`src/rtl/crmp_pkg.sv`:
```
// Colour ramp package: field widths, register indexes, stage payload types.
// Used by every module of the two-segment colour ramp unit.
package crmp_pkg;

    localparam int DEF_MAX_ENTRIES = 256;

    localparam int IDX_W  = 9;               // index and count fields
    localparam int CH_W   = 8;               // one colour channel
    localparam int N_CH   = 3;               // red, green, blue
    localparam int COL_W  = N_CH * CH_W;
    localparam int ADDR_W = 3;
    localparam int NUM_W  = CH_W + IDX_W;    // s*(d-i) + e*i stays below 255*512
    localparam int NW     = NUM_W + 1;       // 2*num + d
    localparam int DV_W   = IDX_W + 1;       // 2*d
    localparam int QW     = CH_W;            // quotient bits, one per cell

    localparam logic [IDX_W-1:0] MIN_SINGLE = IDX_W'(2);

    localparam logic MODE_SINGLE = 1'b0;
    localparam logic MODE_TWO    = 1'b1;

    localparam logic [ADDR_W-1:0] REG_MODE         = ADDR_W'(0);
    localparam logic [ADDR_W-1:0] REG_COLOR_START  = ADDR_W'(1);
    localparam logic [ADDR_W-1:0] REG_COLOR_MID    = ADDR_W'(2);
    localparam logic [ADDR_W-1:0] REG_COLOR_END    = ADDR_W'(3);
    localparam logic [ADDR_W-1:0] REG_COUNT_FIRST  = ADDR_W'(4);
    localparam logic [ADDR_W-1:0] REG_COUNT_SECOND = ADDR_W'(5);

    typedef struct packed {
        logic [IDX_W-1:0] index;
    } req_t;

    typedef struct packed {
        logic [CH_W-1:0] red;
        logic [CH_W-1:0] green;
        logic [CH_W-1:0] blue;
        logic            out_of_range;
    } rsp_t;

    typedef struct packed {
        logic [ADDR_W-1:0] addr;
        logic [COL_W-1:0]  wdata;
    } cfg_wr_t;

    typedef struct packed {
        logic             mode;
        logic [COL_W-1:0] color_start;
        logic [COL_W-1:0] color_mid;
        logic [COL_W-1:0] color_end;
        logic [IDX_W-1:0] count_first;
        logic [IDX_W-1:0] count_second;
    } cfg_t;

    // Segment picked for one index: end channels, position, divisor n-1.
    typedef struct packed {
        logic                       oor;
        logic [N_CH-1:0][CH_W-1:0]  s;
        logic [N_CH-1:0][CH_W-1:0]  e;
        logic [IDX_W-1:0]           pos;
        logic [IDX_W-1:0]           d;
    } sel_t;

    // Operand travelling down the divider chain.
    typedef struct packed {
        logic                       oor;
        logic [N_CH-1:0][NW-1:0]    rem;
        logic [N_CH-1:0][QW-1:0]    q;
        logic [DV_W-1:0]            dv;
    } div_t;

endpackage

```
`src/rtl/crmp_chan_if.sv`:
```
// Valid/ready channel with a typed payload.
// Standalone; the payload type comes from crmp_pkg at instantiation.
interface crmp_chan_if #(
    parameter type payload_t = logic
) ();
    logic     valid;
    logic     ready;
    payload_t data;

    modport source (output valid, output data, input ready);
    modport sink   (input valid, input data, output ready);
endinterface

```
`src/rtl/two_segment_colour_ramp_unit.sv`:
```
// Two-segment colour ramp: returns the gradient colour at a table index.
// Depends on crmp_pkg, crmp_chan_if, crmp_seg, crmp_mul and crmp_div_cell.
//
// Usage:
//   cfg : register writes (addr, wdata); ready is always high. Index 0 mode,
//         1 start colour, 2 mid colour, 3 end colour, 4 first count,
//         5 second count; other indexes are dropped. Write only while idle.
//   req : one table index per transfer.
//   rsp : red, green, blue and out_of_range, one result per index, in order.
// Throughput is one index per clock while rsp is not stalled. Each request
// passes through one segment-select stage, one product stage and a row of
// 8 divider cells, each settling one quotient bit.
// Every stage has its own valid bit and takes new data whenever it is empty
// or its successor moves, so a stalled receiver holds the last result in
// place while the earlier stages keep filling; req.ready falls only when
// every stage holds an item.
// Reset empties the pipeline and loads the register reset values
// (single mode, black to white over 256 entries, mid grey).
module two_segment_colour_ramp_unit
    import crmp_pkg::*;
#(
    parameter int MAX_ENTRIES = DEF_MAX_ENTRIES
) (
    input  logic        clk,
    input  logic        rst_n,
    crmp_chan_if.sink   cfg,
    crmp_chan_if.sink   req,
    crmp_chan_if.source rsp
);

    cfg_t    cfg_reg;
    cfg_t    cfg_next;
    cfg_wr_t wr;

    logic    sel_valid;
    logic    sel_ready;
    sel_t    sel_data;

    logic    c_valid [QW+1];
    logic    c_ready [QW+1];
    div_t    c_data  [QW+1];

    assign wr        = cfg.data;
    assign cfg.ready = 1'b1;

    always_comb
    begin
        cfg_next = cfg_reg;
        if (cfg.valid && cfg.ready)
        begin
            case (wr.addr)
                REG_MODE:         cfg_next.mode         = wr.wdata[0];
                REG_COLOR_START:  cfg_next.color_start  = wr.wdata;
                REG_COLOR_MID:    cfg_next.color_mid    = wr.wdata;
                REG_COLOR_END:    cfg_next.color_end    = wr.wdata;
                REG_COUNT_FIRST:  cfg_next.count_first  = wr.wdata[IDX_W-1:0];
                REG_COUNT_SECOND: cfg_next.count_second = wr.wdata[IDX_W-1:0];
                default:          cfg_next = cfg_reg;
            endcase
        end
    end

    always_ff @(posedge clk or negedge rst_n)
    begin
        if (!rst_n)
        begin
            cfg_reg.mode         <= MODE_SINGLE;
            cfg_reg.color_start  <= COL_W'(24'h000000);
            cfg_reg.color_mid    <= COL_W'(24'h808080);
            cfg_reg.color_end    <= COL_W'(24'hFFFFFF);
            cfg_reg.count_first  <= IDX_W'(256);
            cfg_reg.count_second <= '0;
        end
        else
        begin
            cfg_reg <= cfg_next;
        end
    end

    crmp_seg #(
        .MAX_ENTRIES (MAX_ENTRIES)
    ) u_seg (
        .clk      (clk),
        .rst_n    (rst_n),
        .cfg_q    (cfg_reg),
        .up_valid (req.valid),
        .up_index (req.data.index),
        .up_ready (req.ready),
        .dn_valid (sel_valid),
        .dn_data  (sel_data),
        .dn_ready (sel_ready)
    );

    crmp_mul u_mul (
        .clk      (clk),
        .rst_n    (rst_n),
        .up_valid (sel_valid),
        .up_data  (sel_data),
        .up_ready (sel_ready),
        .dn_valid (c_valid[0]),
        .dn_data  (c_data[0]),
        .dn_ready (c_ready[0])
    );

    // Most significant quotient bit first.
    for (genvar k = 0; k < QW; k++)
    begin : g_cell
        crmp_div_cell #(
            .BIT (QW - 1 - k)
        ) u_cell (
            .clk      (clk),
            .rst_n    (rst_n),
            .up_valid (c_valid[k]),
            .up_data  (c_data[k]),
            .up_ready (c_ready[k]),
            .dn_valid (c_valid[k+1]),
            .dn_data  (c_data[k+1]),
            .dn_ready (c_ready[k+1])
        );
    end

    assign rsp.valid             = c_valid[QW];
    assign c_ready[QW]           = rsp.ready;
    assign rsp.data.red          = c_data[QW].q[2];
    assign rsp.data.green        = c_data[QW].q[1];
    assign rsp.data.blue         = c_data[QW].q[0];
    assign rsp.data.out_of_range = c_data[QW].oor;

endmodule

```
`src/rtl/crmp_seg.sv`:
```
// Segment select stage: picks the segment, its end colours and position.
// Depends on crmp_pkg.
module crmp_seg
    import crmp_pkg::*;
#(
    parameter int MAX_ENTRIES = DEF_MAX_ENTRIES
) (
    input  logic             clk,
    input  logic             rst_n,
    input  cfg_t             cfg_q,
    input  logic             up_valid,
    input  logic [IDX_W-1:0] up_index,
    output logic             up_ready,
    output logic             dn_valid,
    output sel_t             dn_data,
    input  logic             dn_ready
);

    logic             valid_reg;
    logic             valid_next;
    sel_t             data_reg;
    sel_t             data_next;
    logic [IDX_W-1:0] n0s, n1s, n0, n1, nsel;
    logic [IDX_W:0]   total;
    logic             seg2;

    assign up_ready = !valid_reg || dn_ready;
    assign dn_valid = valid_reg;
    assign dn_data  = data_reg;

    always_comb
    begin
        n0s = (32'(cfg_q.count_first) > MAX_ENTRIES) ? IDX_W'(MAX_ENTRIES)
                                                      : cfg_q.count_first;
        n1s = (32'(cfg_q.count_second) > MAX_ENTRIES) ? IDX_W'(MAX_ENTRIES)
                                                       : cfg_q.count_second;
        if (cfg_q.mode == MODE_SINGLE)
        begin
            n0 = (n0s < MIN_SINGLE) ? MIN_SINGLE : n0s;
            n1 = '0;
        end
        else if (n1s == '0)
        begin
            n1 = n0s >> 1;
            n0 = n0s - n1;
        end
        else
        begin
            n0 = n0s;
            n1 = n1s;
        end

        total = {1'b0, n0} + {1'b0, n1};
        seg2  = (cfg_q.mode == MODE_TWO) && (up_index >= n0);
        nsel  = seg2 ? n1 : n0;

        data_next.oor = {1'b0, up_index} >= total;
        data_next.s   = seg2 ? cfg_q.color_mid : cfg_q.color_start;
        data_next.e   = (cfg_q.mode == MODE_SINGLE || seg2) ? cfg_q.color_end
                                                            : cfg_q.color_mid;
        data_next.pos = seg2 ? up_index - n0 : up_index;
        // A one-entry segment divides by one with position zero: start colour.
        data_next.d   = (nsel <= IDX_W'(1)) ? IDX_W'(1) : nsel - IDX_W'(1);

        // Out of range: zero colours fall out of the divider as zero.
        if (data_next.oor)
        begin
            data_next.s   = '0;
            data_next.e   = '0;
            data_next.pos = '0;
            data_next.d   = IDX_W'(1);
        end
    end

    always_comb
    begin
        valid_next = valid_reg;
        if (up_ready)
        begin
            valid_next = up_valid;
        end
    end

    always_ff @(posedge clk or negedge rst_n)
    begin
        if (!rst_n)
        begin
            valid_reg <= 1'b0;
        end
        else
        begin
            valid_reg <= valid_next;
        end
    end

    always_ff @(posedge clk)
    begin
        if (up_valid && up_ready)
        begin
            data_reg <= data_next;
        end
    end

endmodule

```
`src/rtl/crmp_mul.sv`:
```
// Product stage: forms 2*(s*(d-i) + e*i) + d per channel and a shared divisor 2*d.
// Depends on crmp_pkg.
module crmp_mul
    import crmp_pkg::*;
(
    input  logic clk,
    input  logic rst_n,
    input  logic up_valid,
    input  sel_t up_data,
    output logic up_ready,
    output logic dn_valid,
    output div_t dn_data,
    input  logic dn_ready
);

    logic             valid_reg;
    logic             valid_next;
    div_t             data_reg;
    div_t             data_next;
    logic [NUM_W-1:0] num [N_CH];

    assign up_ready = !valid_reg || dn_ready;
    assign dn_valid = valid_reg;
    assign dn_data  = data_reg;

    always_comb
    begin
        data_next.oor = up_data.oor;
        data_next.dv  = {up_data.d, 1'b0};
        data_next.q   = '0;
        for (int c = 0; c < N_CH; c++)
        begin
            num[c] = NUM_W'(up_data.s[c]) * NUM_W'(up_data.d - up_data.pos)
                   + NUM_W'(up_data.e[c]) * NUM_W'(up_data.pos);
            // Half of the divisor added ahead for round half up.
            data_next.rem[c] = {num[c], 1'b0} + NW'(up_data.d);
        end
    end

    always_comb
    begin
        valid_next = valid_reg;
        if (up_ready)
        begin
            valid_next = up_valid;
        end
    end

    always_ff @(posedge clk or negedge rst_n)
    begin
        if (!rst_n)
        begin
            valid_reg <= 1'b0;
        end
        else
        begin
            valid_reg <= valid_next;
        end
    end

    always_ff @(posedge clk)
    begin
        if (up_valid && up_ready)
        begin
            data_reg <= data_next;
        end
    end

endmodule

```
`src/rtl/crmp_div_cell.sv`:
```
// Divider cell: settles one quotient bit for all three channels.
// Depends on crmp_pkg; a row of QW cells forms the restoring divider.
module crmp_div_cell
    import crmp_pkg::*;
#(
    parameter int BIT = 0
) (
    input  logic clk,
    input  logic rst_n,
    input  logic up_valid,
    input  div_t up_data,
    output logic up_ready,
    output logic dn_valid,
    output div_t dn_data,
    input  logic dn_ready
);

    logic          valid_reg;
    logic          valid_next;
    div_t          data_reg;
    div_t          data_next;
    logic [NW-1:0] trial;
    logic          ge [N_CH];

    assign up_ready = !valid_reg || dn_ready;
    assign dn_valid = valid_reg;
    assign dn_data  = data_reg;

    always_comb
    begin
        trial         = NW'(up_data.dv) << BIT;
        data_next.oor = up_data.oor;
        data_next.dv  = up_data.dv;
        for (int c = 0; c < N_CH; c++)
        begin
            ge[c]            = up_data.rem[c] >= trial;
            data_next.rem[c] = ge[c] ? up_data.rem[c] - trial : up_data.rem[c];
            data_next.q[c]   = {up_data.q[c][QW-2:0], ge[c]};
        end
    end

    always_comb
    begin
        valid_next = valid_reg;
        if (up_ready)
        begin
            valid_next = up_valid;
        end
    end

    always_ff @(posedge clk or negedge rst_n)
    begin
        if (!rst_n)
        begin
            valid_reg <= 1'b0;
        end
        else
        begin
            valid_reg <= valid_next;
        end
    end

    always_ff @(posedge clk)
    begin
        if (up_valid && up_ready)
        begin
            data_reg <= data_next;
        end
    end

endmodule

```
`src/flat_wrapper.sv`:
```
// flat-port wrapper written by rule: the top's interface ports become plain ports
module two_segment_colour_ramp_unit_flat import crmp_pkg::*;
#(
    parameter int MAX_ENTRIES = DEF_MAX_ENTRIES
)
  (clk, rst_n, cfg_valid, cfg_data, cfg_ready, req_valid, req_data, req_ready, rsp_valid, rsp_data, rsp_ready);
  crmp_chan_if #(.payload_t(cfg_wr_t)) cfg_i ();
  crmp_chan_if #(.payload_t(req_t)) req_i ();
  crmp_chan_if #(.payload_t(rsp_t)) rsp_i ();
  input  logic clk;
  input  logic rst_n;
  input wire logic [$bits(cfg_i.valid)-1:0] cfg_valid;
  input wire logic [$bits(cfg_i.data)-1:0] cfg_data;
  output wire logic [$bits(cfg_i.ready)-1:0] cfg_ready;
  input wire logic [$bits(req_i.valid)-1:0] req_valid;
  input wire logic [$bits(req_i.data)-1:0] req_data;
  output wire logic [$bits(req_i.ready)-1:0] req_ready;
  output wire logic [$bits(rsp_i.valid)-1:0] rsp_valid;
  output wire logic [$bits(rsp_i.data)-1:0] rsp_data;
  input wire logic [$bits(rsp_i.ready)-1:0] rsp_ready;
  assign cfg_i.valid = cfg_valid;
  assign cfg_i.data = cfg_data;
  assign cfg_ready = cfg_i.ready;
  assign req_i.valid = req_valid;
  assign req_i.data = req_data;
  assign req_ready = req_i.ready;
  assign rsp_valid = rsp_i.valid;
  assign rsp_data = rsp_i.data;
  assign rsp_i.ready = rsp_ready;
  two_segment_colour_ramp_unit #(.MAX_ENTRIES(MAX_ENTRIES)) u_core (.clk(clk), .rst_n(rst_n), .cfg(cfg_i), .req(req_i), .rsp(rsp_i));
endmodule
```
`config.mk`:
```
export PLATFORM = sky130hd
export DESIGN_NAME = two_segment_colour_ramp_unit_flat
export DESIGN_NICKNAME = d
export VERILOG_FILES = /design/src/rtl/crmp_pkg.sv /design/src/rtl/crmp_chan_if.sv /design/src/rtl/two_segment_colour_ramp_unit.sv /design/src/rtl/crmp_seg.sv /design/src/rtl/crmp_mul.sv /design/src/rtl/crmp_div_cell.sv /design/src/flat_wrapper.sv
export SDC_FILE = /design/constraint.sdc
export NUM_CORES = 2
export LEC_CHECK = 0
export BUFFER_PORTS_ARGS = -buffer_cell sky130_fd_sc_hd__clkbuf_2
export CORE_ASPECT_RATIO = 1.4
export CORE_MARGIN = 1
export CORE_UTILIZATION = 25
export CTS_BUF_LIST = sky130_fd_sc_hd__clkbuf_4
export CTS_CLUSTER_SIZE = 12
export DETAILED_ROUTE_END_ITERATION = 16
export SYNTH_ARGS = -nofsm -noshare
export SYNTH_HDL_FRONTEND = slang
export SYNTH_HIERARCHICAL = 1
export SYNTH_SLANG_ARGS = --single-unit
```
`constraint.sdc`:
```
create_clock -name clk -period 9.55 [get_ports clk]
set_input_delay 0.955 -clock clk [delete_from_list [all_inputs] [get_ports clk]]
set_output_delay 0.955 -clock clk [all_outputs]
set_load 0.02 [all_outputs]
```
==> impl_metrics.json <==
{
  "detailedRoute.firstPassIterationCount": 5,
  "final_setup_violation_count": 0,
  "fmax_mhz": 118,
  "clockBufferDepth": 3,
  "crit_type": "register to register",
  "initial_utilization_pct": 25.2,
  "io-pin-count": 69,
  "timing.final.hold_violations": 0,
  "die_height_um": 590,
  "mappedNetlistArea_um2": 61700,
  "fp.coreArea_um2": 245000,
  "fin_cells": 9279,
  "dieArea_um2": 249000,
  "gr-total-overflow": 0,
  "setup.worst_path.end_class": "register",
  "cts-buffers-inserted": 201,
  "final_period_minus_worst_setup_slack_ns": 8.45,
  "post_synth_inst_count": 5682,
  "area_growth_syn_to_layout_pct": 11.0,
  "number_of_flip_flops_in_the_largest_register": 564,
  "crit_fanout": 24,
  "routabilityCongestion": 0.897,
  "setup_total_negative_slack_ns": 0,
  "fraction_of_layout_instances_using_a_drive_strength_above_1_pct": 13.1,
  "finalMaxSlewViolations": 0,
  "grt_start_max_net_pins": 75,
  "antenna_left": 0,
  "cap_violations": 0,
  "clkSlewWorstSetupHoldPaths_ns": 0.06,
  "run_status": "finished, final reports clean",
  "post_cts.repair.setup_buffers": 0,
  "crit_path_top_delay_cell": "sky130_fd_sc_hd__edfxtp_1",
  "post-dp-hpwl_um": 116000,
  "detail_route.wirelength_um": 146000,
  "slew_headroom_pct": 23.6,
  "peak_per_stage_delay_on_the_critical_path_ns": 0.59,
  "wire_per_inst_um": 15.8,
  "worst_setup_path_start_kind": "register",
  "number_of_global_route_vias_before_repair": 43931,
  "cts.htree.levels": 4,
  "critPathArrivalTime_ns": 9.30,
  "clk_latency_ns": 1.20,
  "vias_per_cell": 4.45,
  "grtUsageTotal_pct": 11.7,
  "setup_skew_ns": 0.0942,
  "num_vias": 41317,
  "cts-root-buf": "sky130_fd_sc_hd__clkbuf_4",
  "mappedNetlistNets": 6626,
  "numClockSinks": 793,
  "critPathRequiredTime_ns": 10.40,
  "number_of_design_rule_violations_left_by_the_first_detailed_router_iteration": 2003,
  "rsz0062_at_grt": "false",
  "syn_avg_cell_area_um2": 10.9,
  "final_min_period_over_clock_period_pct": 88.5,
  "die_w_um": 422,
  "dp.cells": 8890,
  "global_route_wire_length_before_repair_um": 233000,
  "placement_rows": 215,
  "drc": 0,
  "fin_nets": 6804,
  "io_buffer_count": 67,
  "crit_path_frequent_cell": "sky130_fd_sc_hd__fa_1",
  "tightestPinTransition_ns": 1.13,
  "cts_tree": "built",
  "holdCritPathClass": "primary input to register",
  "yosys_warnings": 6,
  "initial_antenna_violation_count": 2,
  "num-fill-cells": 25440
}
## cell usage in the layout (no fill, tap or decap), types with 113 or more instances in the layout
| cell | n |
|---|---|
| sky130_fd_sc_hd__inv_1 | 777 |
| sky130_fd_sc_hd__and2_1 | 255 |
| sky130_fd_sc_hd__ha_1 | 482 |
| sky130_fd_sc_hd__nand2_1 | 438 |
| sky130_fd_sc_hd__a21oi_1 | 319 |
| sky130_fd_sc_hd__fa_1 | 421 |
| sky130_fd_sc_hd__edfxtp_1 | 692 |
| sky130_fd_sc_hd__nor2_1 | 295 |
| sky130_fd_sc_hd__o21ai_0 | 169 |
| sky130_fd_sc_hd__clkbuf_4 | 290 |
| sky130_fd_sc_hd__xnor2_1 | 212 |
| sky130_fd_sc_hd__mux2_2 | 113 |
## per-layer routing
metal	track usage [%]	routed length (µm)	part of all wire (%)
met2	22.0	76900	53
met3	1.67	4820	3.3
met5	0	0	0
met1	12.3	56900	39
met4	6.61	7680	5.2
## repair_timing
action,in CTS,in global routing
gates resized for setup,0,0
hold buffers,22,0
hold endpoints to repair,98,0
## cell type report
type	instances	area, µm²	area share, %
flip-flops and latches	793	23300	34.1
diodes	11	27.5	0.0402
well taps	3255	4070	5.95
multi-input cells	3953	34600	50.6
repair buffers	130	866	1.27
clock buffers	290	2180	3.18
clock inverters	66	389	0.569
inverters	781	2950	4.31
## stage by stage
stage / setup slack (ns) / hold WS, ns / util, % / cell area [µm²]
after floorplan: 1.80 / 0.400 / - / 61700
after global placement: 1.26 / 0.401 / 26.8 / 65600
after detailed placement: 1.15 / 0.405 / 26.8 / 65600
after CTS: 1.05 / 0.00108 / 27.9 / 68400
after global routing: 0.613 / 0.00368 / 27.9 / 68400
final: 1.10 / 0.132 / 27.9 / 68400
## worst paths after layout
path	endpoint	slack (ns)	depth (start not counted)	start
max in group asynchronous	u_core/u_mul/dn_valid	7.88	3	rst_n
setup / recovery	u_core/u_mul/dn_data[51]	1.10	30	u_core/u_seg/dn_data[2]
min in group asynchronous	u_core/cfg_reg[82]	0.32	2	rst_n
hold / removal	u_core/cfg_reg[81]	0.13	2	cfg_data[15]
hold reg to reg	u_core/g_cell[1].u_cell/dn_data[88]	0.35	0	u_core/g_cell[0].u_cell/dn_data[88]
setup reg to reg	u_core/u_mul/dn_data[51]	1.10	30	u_core/u_seg/dn_data[2]
## worst max-delay path, delay by kind of cell, from the launching register on
family | cells | cell delay (ns)
simple gates | 7 | 1.25
fa+ha+maj | 8 | 3.86
xor+xnor | 3 | 0.49
flops | 1 | 0.59
compound gates | 6 | 1.29
buf+inv | 6 | 0.63
Power is left out: the tool's default activity adds up to more than one toggle a clock period on the data nets, which glitch-free logic cannot reach.
